--- src/rtl/core/dtsd_dig.sv ---
module dtsd_dig (
    input  logic        clk,
    input  logic        rst_n,
    input  logic        start,
    input  logic [31:0] num,
    input  logic [31:0] den,
    output logic        done,
    output logic [3:0]  quo,
    output logic        ovf,
    output logic [31:0] rem
);

    // Four-step restoring division; a quotient of sixteen or more flags overflow
    logic        busy_reg;
    logic        done_reg;
    logic [1:0]  step_reg;
    logic [31:0] rem_reg, den_reg;
    logic [3:0]  quo_reg;
    logic        ovf_reg;
    logic [34:0] trial;
    logic        take;

    assign trial = {3'b000, den_reg} << step_reg;
    assign take  = {3'b000, rem_reg} >= trial;

    assign done = done_reg;
    assign quo  = quo_reg;
    assign ovf  = ovf_reg;
    assign rem  = rem_reg;

    always_ff @(posedge clk or negedge rst_n)
    begin
        if (!rst_n)
        begin
            busy_reg <= 1'b0;
            done_reg <= 1'b0;
            step_reg <= 2'd0;
        end
        else
        begin
            done_reg <= 1'b0;
            if (start)
            begin
                busy_reg <= 1'b1;
                step_reg <= 2'd3;
            end
            else if (busy_reg)
            begin
                step_reg <= step_reg - 2'd1;
                if (step_reg == 2'd0)
                begin
                    busy_reg <= 1'b0;
                    done_reg <= 1'b1;
                end
            end
        end
    end

    always_ff @(posedge clk)
    begin
        if (start)
        begin
            rem_reg <= num;
            den_reg <= den;
            quo_reg <= 4'd0;
            ovf_reg <= {4'd0, num} >= {den, 4'd0};
        end
        else if (busy_reg && take)
        begin
            rem_reg           <= rem_reg - trial[31:0];
            quo_reg[step_reg] <= 1'b1;
        end
    end

endmodule

--- config.mk ---
export PLATFORM = sky130hd
export DESIGN_NAME = dtsd_dig
export DESIGN_NICKNAME = d
export VERILOG_FILES = /design/src/rtl/core/dtsd_dig.sv
export SDC_FILE = /design/constraint.sdc
export NUM_CORES = 1
export LEC_CHECK = 0
export ABC_AREA = 0
export BUFFER_PORTS_ARGS = -buffer_cell sky130_fd_sc_hd__buf_4
export CORE_AREA = 2 2 104 106
export CTS_BUF_LIST = sky130_fd_sc_hd__clkbuf_4 sky130_fd_sc_hd__clkbuf_8 sky130_fd_sc_hd__clkbuf_16
export DETAILED_ROUTE_END_ITERATION = 12
export DIE_AREA = 0 0 106 108
export PLACE_DENSITY = 0.81
export SLEW_MARGIN = 15
export SYNTH_ARGS = -nofsm -noshare
export SYNTH_HDL_FRONTEND = slang
export SYNTH_SLANG_ARGS = --single-unit
--- constraint.sdc ---
create_clock -name clk -period 5.35 [get_ports clk]
set_clock_uncertainty 0.15 [all_clocks]
set_input_delay 0.2675 -clock clk [delete_from_list [all_inputs] [get_ports clk]]
set_output_delay 0.2675 -clock clk [all_outputs]
set_load 0.05 [all_outputs]
==> results.sh <==
export IMPL_syn_to_final_growth_pct=24.2
export IMPL_status="complete, no violations"
export IMPL_start_kind="flip-flop"
export IMPL_ioPinCount=105
export IMPL_max_slew_worst_pin_slew_ns=0.794
export IMPL_final_core_util=0.706
export IMPL_fmax_mhz=213
export IMPL_period_needed_ns=4.70
export IMPL_core_mm2=0.0102
export IMPL_syn_nets=714
export IMPL_rsz0062_at_grt="false"
export IMPL_crit_slowest_cell="dfrtp_2"
export IMPL_drtAntennaViolNets=0
export IMPL_drt_vias_per_instance=5.79
export IMPL_relSlewSlack=0.471
export IMPL_layout_commonest_cell="buf_4"
export IMPL_port_buffers=104
export IMPL_whs_ns=0.0269
export IMPL_powerDensity_mw_per_mm2=516
export IMPL_async_flop_share=0.0548
export IMPL_cp_arrival_ns=4.62
export IMPL_cts_made_buffers=9
export IMPL_post_route_period_util=0.879
export IMPL_path_class="flip-flop to flip-flop"
export IMPL_antenna_found_initial=0
export IMPL_grtUsageTotal=0.270
export IMPL_cp_required_ns=5.26
export IMPL_cts_max_level=3
export IMPL_drive_above_1_share=0.223
export IMPL_root_buffer="clkbuf_8"
export IMPL_clockBufferDepth=2
export IMPL_cts_resized=0
export IMPL_synth_area_per_cell_um2=9.99
export IMPL_wl_um=15000
export IMPL_synth_top_cell_by_area="edfxtp_1"
export IMPL_slew_viol_final=0
export IMPL_synth_edf_count=65
export IMPL_drcViolationCount=0
export IMPL_crit_chain="buf_4 > mux4_2 > inv_1 > ha_1 > o21ai_0 > o21bai_1 > a211oi_1 > o21ai_1 > a31o_1 > a21oi_2 > o211ai_2 > a21o_1 > buf_4"
export IMPL_r2r_slack_ns=0.65
export IMPL_synth_distinct_cells=65
export IMPL_hold_path_class="input port to flip-flop"
export IMPL_peakVddDrop_mv=0.242
export IMPL_drtIter0Drc=314
export IMPL_synth_top_area_share=0.336
export IMPL_tritoncts="built"
export IMPL_insertion_delay_ns=0.38
export IMPL_setup_viol=0
export IMPL_endpoint_kind="flip-flop"
export IMPL_finalWeightedCongestion=0.909
export IMPL_vias=4943
export IMPL_fill_cells=757
export IMPL_nNetsFinal=845
export IMPL_crit_fanout=32
export IMPL_synthFlopType="edfxtp_1"
export IMPL_hold_viol=0
export IMPL_grt_max_degree=63
export IMPL_die_area_mm2=0.0114
export IMPL_antenna_cells=0
export IMPL_p_leak_nw=3.24
export IMPL_ys_seq_area_frac=0.367
export IMPL_netlist_top_cells_area="edfxtp_1 (34%), ha_1 (14%), mux4_2 (7.0%)"
export IMPL_start_util=0.568
export IMPL_path_clk_slew_ns=0.07
export IMPL_row_count=37
export IMPL_gr_total_overflow=0
export IMPL_syn_area_mm2=0.00581
export IMPL_drtPass1Iterations=5
export IMPL_grt_first_pass_wirelength_um=23900
export IMPL_hold_buffers=33
export IMPL_die_h_um=108
export IMPL_routedWlPerCell_um=17.6
export IMPL_syn_inst=582
export IMPL_cpPeakStageDelay_ns=0.89
export IMPL_dp_hpwl_um=11400
export IMPL_postCtsSetupBuffers=0
export IMPL_path_common_cell="buf_4"
export IMPL_grt_pass1_vias=5011
export IMPL_maxCapViolCount=0
export IMPL_synth_seq_cells=73
export IMPL_synth_warnings=0
export IMPL_cts_sinks=73
export IMPL_final_cell_mix="buf_4 (108), inv_1 (66), edfxtp_1 (65)"
export IMPL_die_w_um=106
export IMPL_setup_tns_ns=0
## synth_stat cells, types with 4 or more instances
library cell and count:
nor2_1 21, o21bai_1 6, xor2_1 12, a211oi_1 11, nor3b_1 4, mux2i_1 8, xnor2_1 15, nand2_1 52
o21ai_0 43, a21oi_1 39, nand2b_1 8, mux2_2 5, o21ai_1 4, and3_1 4, clkbuf_1 12, dfxtp_1 4
buf_2 4, a21o_1 16, o211ai_1 6, buf_1 5, nand3_1 5, a31oi_1 9, mux4_2 18, nor2b_1 11
nand4_1 11, edfxtp_1 65, inv_1 66, dfrtp_1 4, ha_1 64
## critical path, delay by kind of cell (launching register included)
family / cells / cell delay (ns)
buffers and inverters: 3 / 0.82
flip-flops: 1 / 0.89
AO/OA/AOI/OAI: 8 / 1.75
adder cells (fa/ha/maj): 1 / 0.25
multiplexers: 1 / 0.51
## layer usage
metal | vias to the layer above | GRT usage | routed length, um
met5 | - | 0 | 0
met4 | 0 | 0.107 | 371
met3 | 25 | 0.0633 | 835
met2 | 159 | 0.465 | 7440
met1 | 2341 | 0.330 | 6360
li1 | 2418 | - | -
## final timing paths
kind / start / end / depth (start not counted)
max reg2reg: step_reg[0] / rem[11] / 13
min in group asynchronous: rst_n / step_reg[1] / 2
min reg2reg: quo[0] / quo[0] / 2
min: num[27] / rem[27] / 3
max in group asynchronous: rst_n / step_reg[0] / 2
max: step_reg[0] / rem[11] / 13
## final cells by class
type                       count  area [um^2]  area share
clock buffer                  10          131      0.0182
clock inverter                 5         47.5     0.00658
timing repair buffer         141         1140       0.158
sequential                    73         2130       0.295
tap                          136          170      0.0236
multi-input combinational    421         3350       0.463
inverter                      67          251      0.0348
## power breakdown
part / internal, mW / total [mW] / switching, mW
clock: 0.213 / 0.421 / 0.208
sequential: 0.814 / 0.943 / 0.129
combinational: 0.934 / 2.36 / 1.43
total: 1.96 / 3.73 / 1.77
## through the flow
step           instance area [um^2]  power [mW]  std cells  setup WS, ns
6_report                       7220        3.73        853         0.649
4_1_cts                        7220        3.71        853         0.675
3_5_place_dp                   6710        3.26        805         0.683
2_1_floorplan                  5810        2.68        582          1.18
3_3_place_gp                   6710        3.20        805         0.858
5_1_grt                        7220        3.98        853         0.371
## cells by family after synthesis
kind of cell | share of synthesized area
AO/OA/AOI/OAI | 0.180
multiplexers | 0.0932
buffers and inverters | 0.0577
adder cells (fa/ha/maj) | 0.141
flip-flops | 0.367
AND/OR/NAND/NOR | 0.120
XOR/XNOR | 0.0407
(Power assumes the default switching activity.)
