$ cat src/rtl/core/dtsd_mul.sv
module dtsd_mul (
    input  logic        clk,
    input  logic        rst_n,
    input  logic        start,
    input  logic [63:0] op_a,
    input  logic [63:0] op_b,
    output logic        done,
    output logic [63:0] result
);

    // One 32x32 partial product per cycle; rounded high half of the 128-bit product
    logic        busy_reg, busy_next;
    logic [2:0]  phase_reg, phase_next;
    logic [63:0] a_reg, b_reg;
    logic [63:0] prod_reg;
    logic [33:0] mid_reg, mid_next;
    logic [63:0] hi_reg, hi_next;
    logic [31:0] mx, my;

    assign mx = phase_reg[0] ? a_reg[63:32] : a_reg[31:0];
    assign my = phase_reg[1] ? b_reg[63:32] : b_reg[31:0];

    assign done   = busy_reg && (phase_reg == 3'd5);
    assign result = hi_reg + {62'd0, mid_reg[33:32]};

    always_comb
    begin
        busy_next  = busy_reg;
        phase_next = phase_reg;
        mid_next   = mid_reg;
        hi_next    = hi_reg;
        if (start)
        begin
            busy_next  = 1'b1;
            phase_next = 3'd0;
            mid_next   = 34'h080000000;
            hi_next    = 64'd0;
        end
        else if (busy_reg)
        begin
            phase_next = phase_reg + 3'd1;
            unique case (phase_reg)
                3'd1:
                begin
                    mid_next = mid_reg + {2'b00, prod_reg[63:32]};
                end
                3'd2, 3'd3:
                begin
                    mid_next = mid_reg + {2'b00, prod_reg[31:0]};
                    hi_next  = hi_reg + {32'd0, prod_reg[63:32]};
                end
                3'd4:
                begin
                    hi_next = hi_reg + prod_reg;
                end
                3'd5:
                begin
                    busy_next = 1'b0;
                end
                default:
                begin
                    hi_next = hi_reg;
                end
            endcase
        end
    end

    always_ff @(posedge clk or negedge rst_n)
    begin
        if (!rst_n)
        begin
            busy_reg  <= 1'b0;
            phase_reg <= 3'd0;
        end
        else
        begin
            busy_reg  <= busy_next;
            phase_reg <= phase_next;
        end
    end

    always_ff @(posedge clk)
    begin
        if (start)
        begin
            a_reg <= op_a;
            b_reg <= op_b;
        end
        prod_reg <= {32'd0, mx} * {32'd0, my};
        mid_reg  <= mid_next;
        hi_reg   <= hi_next;
    end

endmodule

$ cat config.mk
export PLATFORM = sky130hd
export DESIGN_NAME = dtsd_mul
export DESIGN_NICKNAME = d
export VERILOG_FILES = /design/src/rtl/core/dtsd_mul.sv
export SDC_FILE = /design/constraint.sdc
export NUM_CORES = 2
export LEC_CHECK = 0
export BUFFER_PORTS_ARGS = -buffer_cell sky130_fd_sc_hd__buf_2
export CORE_MARGIN = 1.5
export CORE_UTILIZATION = 55
export DETAILED_ROUTE_END_ITERATION = 6
export PLACE_DENSITY = 0.68
export SETUP_SLACK_MARGIN = 0.5
export SYNTH_ARGS = -nofsm -noshare
export SYNTH_HDL_FRONTEND = slang
export SYNTH_SLANG_ARGS = --single-unit
$ cat constraint.sdc
create_clock -name clk -period 20.5 [get_ports clk]
set_input_delay 1.025 -clock clk [delete_from_list [all_inputs] [get_ports clk]]
set_output_delay 1.025 -clock clk [all_outputs]
set_load 0.1 [all_outputs]
==> results.json <==
{
  "synth-seq-area-share_pct": 14.6,
  "syn_to_final_growth_pct": 6.96,
  "start_kind": "flip-flop",
  "drt_iter0_markers": 3352,
  "drt-total-wl_um": 157000,
  "fmax_mhz": 98.0,
  "period_minus_slack_ns": 10.21,
  "ff2ff_path_depth": 26,
  "holdCritPathClass": "input pin to async pin",
  "wl_met3_um": 18300,
  "maxCapViolCount": 0,
  "synth_top_area_share_pct": 36.6,
  "insertion_delay_ns": 0.62,
  "r2r_start": "phase_reg[0]$_DFFE_PN0P_",
  "cts_resized": 0,
  "synth.avg_cell_area_um2": 9.05,
  "synth_nets": 6831,
  "crit_type": "flip-flop to flip-flop",
  "die_w_um": 302,
  "final.setup.tns_ns": 0,
  "clkTransAtPathRegs_ns": 0.06,
  "synthMostInstantiatedCell": "inv_1",
  "cts_made_buffers": 37,
  "core_area_um2": 88500,
  "first_pass_iters": 7,
  "worst_pin_slew_ns": 1.26,
  "gp_congestion": 0.979,
  "wl_met1_um": 60100,
  "synth_area_um2": 49200,
  "die_area_um2": 91300,
  "synth_area_leaders": "fa_1 (37%), ha_1 (9.3%), edfxtp_1 (7.8%), inv_1 (6.9%), dfxtp_1 (6.6%)",
  "setup_violations": 0,
  "ys_seq_elements": 294,
  "num_vias": 38800,
  "post-cts-setup-buffer-count": 0,
  "htree_levels": 2,
  "initial_utilization_pct": 55.6,
  "fin_crit_sh_pct": 49.8,
  "row_count": 109,
  "synth-edff-count": 128,
  "grt-ovfl-total": 0,
  "grtUsageTotal_pct": 35.1,
  "route.detailed.drc": 30,
  "antenna_found_initial": 2,
  "maxSlewViolCount": 0,
  "cts_tree": "yes",
  "cp_max_fo": 35,
  "violations": "design-rule violations",
  "ant_nets": 0,
  "place.port_buffers": 195,
  "drive_gt1_share_pct": 9.33,
  "grt_pass1_vias": 39700,
  "worstPathArrival_ns": 10.73,
  "final_hold_viol_count": 0,
  "outcome": "finished with violations",
  "ios": 196,
  "wl_per_cell_um": 23.6,
  "cp.required_ns": 21.02,
  "post-dp-hpwl_um": 121000,
  "die_y_um": 302,
  "layout.nets": 6867,
  "synth_ff_type": "dfxtp_1",
  "synth_top_cell_by_area": "fa_1",
  "synth.distinct_cells": 94,
  "clock_path_buffers": 3,
  "rsz0062_at_grt": "false",
  "synth_common_cells": "inv_1 (903), fa_1 (899), nand2_1 (705)",
  "ys_warn_count": 0,
  "r2r-end": "prod_reg[63]$_DFF_P_",
  "routed_via_density": 5.82,
  "r2r_slack_ns": 10.29,
  "ctsHoldBuffers": 0,
  "async_flop_share_pct": 1.36,
  "cp-end-kind": "flip-flop",
  "slew-limit-headroom_pct": 14.5,
  "root_buffer": "clkbuf_16",
  "grt_max_degree": 112,
  "clock-sinks": 294,
  "highest_layer": "met5",
  "wl_met2_um": 69200,
  "netlist_instances": 5436,
  "skew_ns": 0.0298,
  "grt_pass1_wl_um": 238000
}
==> per-stage QoR <==
| step | cells | cell area, um^2 | worst slack (ns) | hold WS (ns) | util [%] |
|---|---|---|---|---|---|
| after CTS | 6666 | 52600 | 10.42 | 0.228 | 59.5 |
| after floorplan | 5436 | 49200 | 11.69 | 0.436 | - |
| after detailed placement | 6598 | 51400 | 10.43 | 0.449 | 58.0 |
| final | 6668 | 52600 | 10.29 | 0.251 | 59.5 |
| after global routing | 6666 | 52600 | 9.86 | 0.252 | 59.5 |
| after global placement | 6598 | 51400 | 10.58 | 0.444 | 58.0 |
==> worst max-delay path by stage <==
stage / startpoint / end / slack [ns]
after global routing: phase_reg[0]$_DFFE_PN0P_ / prod_reg[63]$_DFF_P_ / 9.86
after floorplan: phase_reg[1]$_DFFE_PN0P_ / prod_reg[63]$_DFF_P_ / 11.69
after CTS: phase_reg[1]$_DFFE_PN0P_ / prod_reg[63]$_DFF_P_ / 10.42
after global placement: phase_reg[1]$_DFFE_PN0P_ / prod_reg[63]$_DFF_P_ / 10.58
after detailed placement: phase_reg[1]$_DFFE_PN0P_ / prod_reg[63]$_DFF_P_ / 10.43
final: phase_reg[0]$_DFFE_PN0P_ / prod_reg[63]$_DFF_P_ / 10.29
==> critical path, stage by stage (launching register included) <==
cell and delay, ns:
dfrtp_4 0.83, buf_4 0.66, mux2i_4 0.94, nor2_1 0.17
fa_1 0.60, fa_1 0.45, fa_1 0.53, inv_1 0.05
fa_1 0.49, inv_1 0.06, fa_1 0.45, ha_1 0.30
fa_1 0.48, inv_1 0.05, fa_1 0.53, inv_1 0.06
ha_1 0.39, a21oi_1 0.30, o21ai_0 0.14, a311oi_1 0.58
o22ai_1 0.22, o2111ai_1 0.49, o211ai_1 0.25, a2111oi_2 0.56
o21ai_1 0.13, a21oi_1 0.18, xnor2_1 0.13
==> cells in the final DEF, fill, tap and decap left out, types with 7 or more instances in the layout <==
cell type and n:
xnor2_1 141, a21oi_1 236, buf_2 194, mux2i_4 14
a21o_1 89, dfxtp_1 162, a22o_1 16, ha_1 365
buf_4 59, and3_1 66, nor3_1 19, nand2_1 705
o31ai_1 7, xor2_1 66, o21bai_1 29, clkbuf_1 8
o211ai_1 13, and4_1 11, o21a_1 21, a31oi_1 24
inv_1 903, mux2_2 121, nor2_1 702, mux2i_1 22
and2_1 16, mux2i_2 30, nand3_1 66, clkbuf_16 38
nor2b_1 13, a211oi_1 23, nand4_1 33, nand2b_1 17
fa_1 899, edfxtp_1 128, o21ai_0 87
==> per-layer routing <==
layer	track usage (%)	vias up
li1	-	17200
met1	44.6	19100
met2	54.9	2126
met3	10.6	460
met4	17.1	6
met5	0	-
==> final cells by class <==
cell class	instances	area [um^2]
sequential	294	7190
multi-input combinational	3982	37900
fill	7756	35900
clock inverter	20	265
antenna	2	5.00
inverter	903	3390
tap	1165	1460
clock buffer	48	1010
timing repair buffer	254	1430
==> kinds of logic after synthesis <==
logic type | count (synthesis) | synth area share [%]
compound gates | 629 | 8.33
xor+xnor | 207 | 3.68
fa+ha+maj | 1264 | 45.9
buf+inv | 1160 | 9.02
flops | 294 | 14.6
mux | 193 | 4.25
simple gates | 1689 | 14.3
Power is left out: the tool's default activity adds up to more than one toggle a clock period on the data nets, which glitch-free logic cannot reach.
